`src/design/rmlps_pkg.sv`:
```
// Package for the rate-monotonic laxity promotion scheduler.
// Holds sizes, opcodes, status codes, controller state type and control structs; no dependencies.
`default_nettype none
package rmlps_pkg;
   localparam int MaxTasks  = 8;
   localparam int TimeBits  = 16;
   localparam int SlotBits  = $clog2(MaxTasks);
   localparam int CountBits = 4;
   localparam logic [TimeBits-1:0] TimeMax = '1;

   localparam logic OP_LOAD = 1'b0;
   localparam logic OP_TICK = 1'b1;

   localparam logic [1:0] STATUS_OK   = 2'd0;
   localparam logic [1:0] STATUS_FAIL = 2'd1;
   localparam logic [1:0] STATUS_SAT  = 2'd2;

   typedef enum logic [1:0] {
      ST_IDLE,
      ST_RESULT
   } ctrl_state_type;

   typedef struct packed {
      logic do_load;
      logic do_tick;
   } dp_cmd_type;
endpackage
`default_nettype wire

```
`src/design/rmlps_ctrl.sv`:
```
// Controller for the scheduler: accepts request beats, issues datapath commands,
// holds the response handshake. Depends on rmlps_pkg.
`default_nettype none
module rmlps_ctrl (
   input  wire logic                  clock,
   input  wire logic                  reset,
   input  wire logic                  req_valid,
   output logic                       req_ready,
   input  wire logic                  req_op,
   output logic                       rsp_valid,
   input  wire logic                  rsp_ready,
   output rmlps_pkg::dp_cmd_type      cmd
);
   import rmlps_pkg::*;

   ctrl_state_type state_ff, state_in;
   logic           accept;

   // Take a new beat when no response waits, or the waiting one leaves now.
   assign req_ready = (state_ff == ST_IDLE) || rsp_ready;
   assign accept    = req_valid && req_ready;

   always_comb begin
      state_in = state_ff;
      case (state_ff)
         ST_IDLE: begin
            if (accept && req_op == OP_TICK) state_in = ST_RESULT;
         end
         ST_RESULT: begin
            if (rsp_ready) begin
               if (accept && req_op == OP_TICK) state_in = ST_RESULT;
               else state_in = ST_IDLE;
            end
         end
         default: state_in = ST_IDLE;
      endcase
   end

   always_comb begin
      rsp_valid   = (state_ff == ST_RESULT);
      cmd.do_load = accept && (req_op == OP_LOAD);
      cmd.do_tick = accept && (req_op == OP_TICK);
   end

   always_ff @(posedge clock) begin
      if (reset) state_ff <= ST_IDLE;
      else state_ff <= state_in;
   end
endmodule
`default_nettype wire

```
`src/design/rmlps_dp.sv`:
```
// Datapath for the scheduler: task tables, time, promotion state, selection and
// the response register. Depends on rmlps_pkg.
`default_nettype none
module rmlps_dp (
   input  wire logic                           clock,
   input  wire logic                           reset,
   input  wire rmlps_pkg::dp_cmd_type          cmd,
   input  wire logic [rmlps_pkg::CountBits-1:0] task_count,
   input  wire logic [2:0]                     task_index,
   input  wire logic [15:0]                    task_period,
   input  wire logic [15:0]                    task_exec,
   output logic [3:0]                          running_task,
   output logic                                promoted,
   output logic [15:0]                         instance_number,
   output logic [15:0]                         release_time,
   output logic [15:0]                         job_deadline,
   output logic [15:0]                         work_left,
   output logic [1:0]                          status
);
   import rmlps_pkg::*;

   logic [TimeBits-1:0] period_ff   [MaxTasks];
   logic [TimeBits-1:0] exec_ff     [MaxTasks];
   logic [TimeBits-1:0] release_ff  [MaxTasks];
   logic [TimeBits-1:0] deadline_ff [MaxTasks];
   logic [TimeBits-1:0] left_ff     [MaxTasks];
   logic [15:0]         inst_ff     [MaxTasks];
   logic [TimeBits-1:0] now_ff;
   logic                prom_on_ff;
   logic [SlotBits-1:0] prom_slot_ff;
   logic                failed_ff;

   logic [MaxTasks-1:0] in_use, ready, zero_lax;
   logic                saturated, keep_prom, have_zero, multi_zero, other_zero;
   logic                have_norm, have, prom;
   logic [SlotBits-1:0] zero_pick, norm_pick, pick;
   logic [TimeBits:0]   lax_sum [MaxTasks];

   // Flag per slot: in use, ready, zero laxity (deadline == now + left).
   always_comb begin
      for (int i = 0; i < MaxTasks; i++) begin
         in_use[i]   = ({1'b0, task_count} > (CountBits+1)'(i));
         ready[i]    = in_use[i] && (release_ff[i] <= now_ff) && (left_ff[i] != '0);
         lax_sum[i]  = {1'b0, now_ff} + {1'b0, left_ff[i]};
         zero_lax[i] = ready[i] && (lax_sum[i] == {1'b0, deadline_ff[i]});
      end
   end

   // Rank pick: shortest period, then lowest slot.
   always_comb begin
      have_zero  = 1'b0;
      multi_zero = 1'b0;
      zero_pick  = '0;
      have_norm  = 1'b0;
      norm_pick  = '0;
      for (int i = 0; i < MaxTasks; i++) begin
         if (zero_lax[i]) begin
            if (have_zero) multi_zero = 1'b1;
            if (!have_zero || period_ff[i] < period_ff[zero_pick])
               zero_pick = SlotBits'(i);
            have_zero = 1'b1;
         end
         if (ready[i]) begin
            if (!have_norm || period_ff[i] < period_ff[norm_pick])
               norm_pick = SlotBits'(i);
            have_norm = 1'b1;
         end
      end
   end

   always_comb begin
      saturated  = (now_ff == TimeMax);
      keep_prom  = prom_on_ff && ready[prom_slot_ff];
      other_zero = |(zero_lax & ~(MaxTasks'(1) << prom_slot_ff));
      if (keep_prom) begin
         pick = prom_slot_ff;
         have = 1'b1;
         prom = 1'b1;
      end else if (have_zero) begin
         pick = zero_pick;
         have = 1'b1;
         prom = 1'b1;
      end else begin
         pick = norm_pick;
         have = have_norm;
         prom = 1'b0;
      end
   end

   logic [TimeBits-1:0] left_dec;
   logic                finish;
   logic [TimeBits:0]   rel_sum, dl_sum;
   logic [TimeBits-1:0] rel_next, dl_next;
   logic                fail_next;

   always_comb begin
      left_dec  = left_ff[pick] - 1'b1;
      finish    = (left_dec == '0);
      rel_sum   = {1'b0, release_ff[pick]} + {1'b0, period_ff[pick]};
      dl_sum    = {1'b0, deadline_ff[pick]} + {1'b0, period_ff[pick]};
      rel_next  = rel_sum[TimeBits] ? TimeMax : rel_sum[TimeBits-1:0];
      dl_next   = dl_sum[TimeBits] ? TimeMax : dl_sum[TimeBits-1:0];
      fail_next = failed_ff || (keep_prom ? other_zero : multi_zero);
   end

   // Table and control state updates.
   always_ff @(posedge clock) begin
      if (reset) begin
         for (int i = 0; i < MaxTasks; i++) begin
            release_ff[i]  <= '0;
            deadline_ff[i] <= '0;
            left_ff[i]     <= '0;
            inst_ff[i]     <= 16'd1;
         end
         now_ff       <= '0;
         prom_on_ff   <= 1'b0;
         prom_slot_ff <= '0;
         failed_ff    <= 1'b0;
      end else if (cmd.do_load) begin
         period_ff[task_index]   <= task_period;
         exec_ff[task_index]     <= task_exec;
         release_ff[task_index]  <= '0;
         deadline_ff[task_index] <= task_period;
         left_ff[task_index]     <= task_exec;
         inst_ff[task_index]     <= 16'd1;
         if (prom_slot_ff == task_index) prom_on_ff <= 1'b0;
      end else if (cmd.do_tick && !saturated) begin
         now_ff       <= now_ff + 1'b1;
         failed_ff    <= fail_next;
         prom_on_ff   <= prom && !finish;
         prom_slot_ff <= prom ? pick : prom_slot_ff;
         if (have) begin
            if (finish) begin
               inst_ff[pick]     <= inst_ff[pick] + 1'b1;
               release_ff[pick]  <= rel_next;
               deadline_ff[pick] <= dl_next;
               left_ff[pick]     <= exec_ff[pick];
            end else begin
               left_ff[pick] <= left_dec;
            end
         end
      end
   end

   // Response register; loaded on every tick beat.
   always_ff @(posedge clock) begin
      if (cmd.do_tick) begin
         if (saturated || !have) begin
            running_task    <= '0;
            promoted        <= 1'b0;
            instance_number <= '0;
            release_time    <= '0;
            job_deadline    <= '0;
            work_left       <= '0;
            status          <= saturated ? STATUS_SAT : (fail_next ? STATUS_FAIL : STATUS_OK);
         end else begin
            running_task    <= 4'(pick) + 4'd1;
            promoted        <= prom;
            instance_number <= inst_ff[pick];
            release_time    <= release_ff[pick];
            job_deadline    <= deadline_ff[pick];
            work_left       <= left_dec;
            status          <= fail_next ? STATUS_FAIL : STATUS_OK;
         end
      end
   end
endmodule
`default_nettype wire

```
`src/design/rm_laxity_promotion_scheduler.sv`:
```
// Rate-monotonic scheduler with laxity promotion, one time unit per tick beat.
// Latency: a tick's response is valid the cycle after the request beat; a load gives none.
// Throughput: one request beat per cycle; while a response waits, only as it leaves.
// All laxity compares and the rank pick over eight slots are combinational in the datapath.
// Reset (synchronous, active high) clears time, promotion, failure, job tables; count = 1.
`default_nettype none
module rm_laxity_promotion_scheduler (
   input  wire logic        clock,
   input  wire logic        reset,
   input  wire logic        req_valid,
   output logic             req_ready,
   input  wire logic        req_op,
   input  wire logic [2:0]  req_task_index,
   input  wire logic [15:0] req_task_period,
   input  wire logic [15:0] req_task_exec,
   output logic             rsp_valid,
   input  wire logic        rsp_ready,
   output logic [3:0]       rsp_running_task,
   output logic             rsp_promoted,
   output logic [15:0]      rsp_instance_number,
   output logic [15:0]      rsp_release_time,
   output logic [15:0]      rsp_job_deadline,
   output logic [15:0]      rsp_work_left,
   output logic [1:0]       rsp_status,
   input  wire logic        csr_write,
   input  wire logic [3:0]  csr_wdata
);
   import rmlps_pkg::*;

   dp_cmd_type           cmd;
   logic [CountBits-1:0] count_ff;

   // Hold the slot count; cap above MaxTasks is implied by the slot compare.
   always_ff @(posedge clock) begin
      if (reset) count_ff <= CountBits'(1);
      else if (csr_write) count_ff <= csr_wdata;
   end

   rmlps_ctrl u_ctrl (
      .clock     (clock),
      .reset     (reset),
      .req_valid (req_valid),
      .req_ready (req_ready),
      .req_op    (req_op),
      .rsp_valid (rsp_valid),
      .rsp_ready (rsp_ready),
      .cmd       (cmd)
   );

   rmlps_dp u_dp (
      .clock           (clock),
      .reset           (reset),
      .cmd             (cmd),
      .task_count      (count_ff),
      .task_index      (req_task_index),
      .task_period     (req_task_period),
      .task_exec       (req_task_exec),
      .running_task    (rsp_running_task),
      .promoted        (rsp_promoted),
      .instance_number (rsp_instance_number),
      .release_time    (rsp_release_time),
      .job_deadline    (rsp_job_deadline),
      .work_left       (rsp_work_left),
      .status          (rsp_status)
   );
endmodule
`default_nettype wire
```
`config.mk`:
```
export PLATFORM = sky130hd
export DESIGN_NAME = rm_laxity_promotion_scheduler
export DESIGN_NICKNAME = d
export VERILOG_FILES = /design/src/design/rmlps_pkg.sv /design/src/design/rmlps_ctrl.sv /design/src/design/rmlps_dp.sv /design/src/design/rm_laxity_promotion_scheduler.sv
export SDC_FILE = /design/constraint.sdc
export NUM_CORES = 2
export LEC_CHECK = 0
export BUFFER_PORTS_ARGS = -buffer_cell sky130_fd_sc_hd__buf_2
export CAP_MARGIN = 20
export CORE_MARGIN = 3
export CORE_UTILIZATION = 45
export CTS_BUF_LIST = sky130_fd_sc_hd__clkbuf_16
export DETAILED_ROUTE_END_ITERATION = 6
export GPL_TIMING_DRIVEN = 0
export SLEW_MARGIN = 25
export SYNTH_ARGS = -nofsm -noshare
export SYNTH_HDL_FRONTEND = slang
export SYNTH_SLANG_ARGS = --single-unit
```
`constraint.sdc`:
```
create_clock -name clock -period 28 [get_ports clock]
set_input_delay 2.8 -clock clock [delete_from_list [all_inputs] [get_ports clock]]
set_output_delay 2.8 -clock clock [all_outputs]
set_load 0.02 [all_outputs]
```
==> results.sh <==
export IMPL_fp_dieArea_um2=141000
export IMPL_r2r_end="u_dp.deadline_ff[2][7]"
export IMPL_ioPinCount=118
export IMPL_wire_per_inst_um=33.8
export IMPL_cts_buffers=97
export IMPL_viasPerCell=6.51
export IMPL_ys_flop_type="edfxtp_1"
export IMPL_startpoint="u_dp.now_ff[1]"
export IMPL_cts_root_buf="clkbuf_16"
export IMPL_leakagePower_uw=0.0279
export IMPL_grt_pass1_vias=53800
export IMPL_power_density_nw_per_um2=69.9
export IMPL_synth_area_um2=61500
export IMPL_clk_pin_slew_ns=0.06
export IMPL_min_period_ns=27.41
export IMPL_first_pass_iters=6
export IMPL_cts_tree="built"
export IMPL_final_nets=7516
export IMPL_ys_seq_area_frac=0.418
export IMPL_clock_sinks=865
export IMPL_globalplace_congestion=1.06
export IMPL_grt_use_total=0.411
export IMPL_final_area_um2=71700
export IMPL_start_util=0.453
export IMPL_vias=57500
export IMPL_htree_levels=3
export IMPL_ant_nets=0
export IMPL_rrSetupSlack_ns=0.59
export IMPL_synth_seq_cells=865
export IMPL_period_share=0.979
export IMPL_slowest_delay_ns=0.83
export IMPL_grt_overflow=0
export IMPL_cts_buffer_depth=3
export IMPL_finalMaxSlewViolations=0
export IMPL_cp_end_kind="flop"
export IMPL_die_h_um=376
export IMPL_synth_cell_types=128
export IMPL_synth_cells=6582
export IMPL_hold_path_class="reg -> reg"
export IMPL_synthArstFlopShare=0
export IMPL_yosysWarnings=0
export IMPL_wl_mm=299
export IMPL_holdCritStartpoint="u_dp.failed_ff"
export IMPL_critPathMaxFanout=12
export IMPL_slew_headroom=0.221
export IMPL_whs_endpoint="u_dp.failed_ff"
export IMPL_drv_cap=0
export IMPL_drc=0
export IMPL_cp_slowest_cell="o21ai_1"
export IMPL_cp_required_ns=28.46
export IMPL_skew_ns=0.0656
export IMPL_crit_path_frequent_cell="a21o_1"
export IMPL_synth_edff_count=839
export IMPL_hold_violations=0
export IMPL_startpoint_type="flop"
export IMPL_dpl_cell_area_um2=65300
export IMPL_grt_max_degree=53
export IMPL_grt_pass1_wl_mm=408
export IMPL_path_class="reg -> reg"
export IMPL_timing_rr_start="u_dp.now_ff[1]"
export IMPL_synthesis_nets=7125
export IMPL_finalSetupViolCount=0
export IMPL_core_um2=136000
export IMPL_cts_hold_buffers=0
export IMPL_worst_pin_slew_ns=1.16
export IMPL_hpwl_mm=230
export IMPL_drive_gt1_frac=0.148
export IMPL_placed_cells=8524
export IMPL_min_delay_path_depth=2
export IMPL_port_buffers=114
export IMPL_clock_latency_ns=0.78
export IMPL_fp_row_count=135
export IMPL_worstPathArrival_ns=27.86
export IMPL_die_w_um=376
export IMPL_drt_iter0_drc=7706
export IMPL_antenna_found_initial=19
export IMPL_syn2layout_area_growth_pct=16.6
export IMPL_ir_worst_vdd_mv=0.0873
export IMPL_avgSynthCellArea_um2=9.34
export IMPL_final_cell_count_no_fill=8839
export IMPL_status="finished, final reports clean"
export IMPL_fmax_mhz=36.5
export IMPL_rr_worst_depth=127
## layer usage
layer  global-route usage  up-vias  routed length (um)
li1                     -    25100                   -
met1                0.507    27700              110000
met2                0.601     3675              124000
met3                0.116      954               34000
met4                0.330       10               30100
met5                    0        -                 337
## area by class of cell
class	count	area, um^2
Buffer	306	2240
Sequential cell	865	25800
Tap cell	1781	2230
Inverter	165	692
Timing Repair Buffer	305	2890
Clock buffer	98	2450
Multi-Input combinational cell	5233	34700
Antenna cell	10	25.0
Fill cell	12400	63900
Clock inverter	76	718
## how the worst max path moves through the flow
stage | depth (start not counted) | to | slack, ns
after CTS | 137 | u_dp.deadline_ff[2][7] | 0.005
final | 127 | u_dp.deadline_ff[2][7] | 0.59
after global routing | 134 | u_dp.deadline_ff[2][7] | -0.14
after global placement | 138 | u_dp.deadline_ff[5][13] | -12.90
after detailed placement | 137 | u_dp.deadline_ff[1][13] | -11.93
after floorplan | 135 | u_dp.deadline_ff[0][12] | 1.42
## per-stage QoR
step	hold slack (ns)	total power (uW)	utilization	setup TNS, ns	setup WS (ns)
after floorplan	0.437	2700	-	0	1.42
after global placement	0.449	3420	0.474	-9427.03	-12.90
after detailed placement	0.463	3450	0.482	-7558.98	-11.93
after CTS	0.477	4850	0.521	0	0.00549
after global routing	0.508	5170	0.529	-15.17	-0.139
final	0.484	5010	0.529	0	0.594
## cells in the mapped netlist (50+ instances only)
| cell type | number | share of area |
|---|---|---|
| nor4_1 | 58 | 0.0059 |
| clkbuf_1 | 171 | 0.010 |
| a21oi_1 | 395 | 0.032 |
| xor2_1 | 74 | 0.011 |
| inv_1 | 160 | 0.0098 |
| nand4_1 | 102 | 0.010 |
| nor3_1 | 105 | 0.0085 |
| xnor2_1 | 187 | 0.027 |
| o21ai_0 | 387 | 0.031 |
| o211ai_1 | 90 | 0.011 |
| buf_2 | 55 | 0.0045 |
| and2_1 | 77 | 0.0078 |
| nand2_1 | 897 | 0.055 |
| ha_1 | 488 | 0.099 |
| nand3_1 | 355 | 0.029 |
| nor2_1 | 802 | 0.049 |
| nand2b_1 | 71 | 0.0072 |
| edfxtp_1 | 839 | 0.41 |
| mux2i_1 | 157 | 0.026 |
| a21o_1 | 132 | 0.016 |
| or3_1 | 50 | 0.0051 |
## layout by cell type (no fill, tap or decap), types with 74 or more instances in the layout
cell type    n
buf_2      163
o21ai_0    338
clkbuf_16  102
nor3_1      98
clkbuf_1    79
nand2_1    893
ha_1       485
nor2_1     786
buf_4      164
inv_1      163
and2_1      77
mux2i_1    150
o211ai_1    90
edfxtp_1   839
xor2_1      74
a21oi_1    358
a21o_1     130
nand3_1    350
xnor2_1    185
nand4_1    102
## sequential cells by signal (all words and copies together), names as in the netlist, 128 cells and up
name	cells
u_dp.exec_ff	128
u_dp.period_ff	128
u_dp.inst_ff	128
u_dp.left_ff	128
u_dp.release_ff	128
u_dp.deadline_ff	128
## worst max-delay path: cells and delay by family, from the launching register on
family | cells | cell delay, ns
multiplexers | 1 | 0.18
AO/OA/AOI/OAI | 72 | 14.76
flip-flops | 1 | 0.52
buffers and inverters | 24 | 4.97
AND/OR/NAND/NOR | 22 | 4.04
adder cells (fa/ha/maj) | 8 | 2.42
## where the power goes
part | switching [uW] | internal (uW) | leakage [uW]
Combinational | 1480 | 692 | 0.0179
Clock | 585 | 716 | 0.00159
Sequential | 52.4 | 1490 | 0.00848
Total | 2120 | 2890 | 0.0279
## kinds of logic (layout without fill, tap and decap cells)
| kind of cell | after synthesis | in the layout | synth area share |
|---|---|---|---|
| fa+ha+maj | 499 | 499 | 0.103 |
| compound gates | 1508 | 1509 | 0.162 |
| other cells | 0 | 10 | 0 |
| mux | 211 | 211 | 0.0378 |
| xor+xnor | 262 | 262 | 0.0374 |
| buf+inv | 485 | 950 | 0.0354 |
| simple gates | 2752 | 2752 | 0.207 |
| flops | 865 | 865 | 0.418 |
## timing repair
action | 4_1_cts | 5_1_grt
endpoints found under the hold margin | 0 | 0
pin swaps | 31 | 36
endpoints found under the setup margin | 1096 | 571
setup buffers | 99 | 41
resized for setup | 369 | 256
gates cloned | 0 | 5
(Power assumes the default switching activity.)
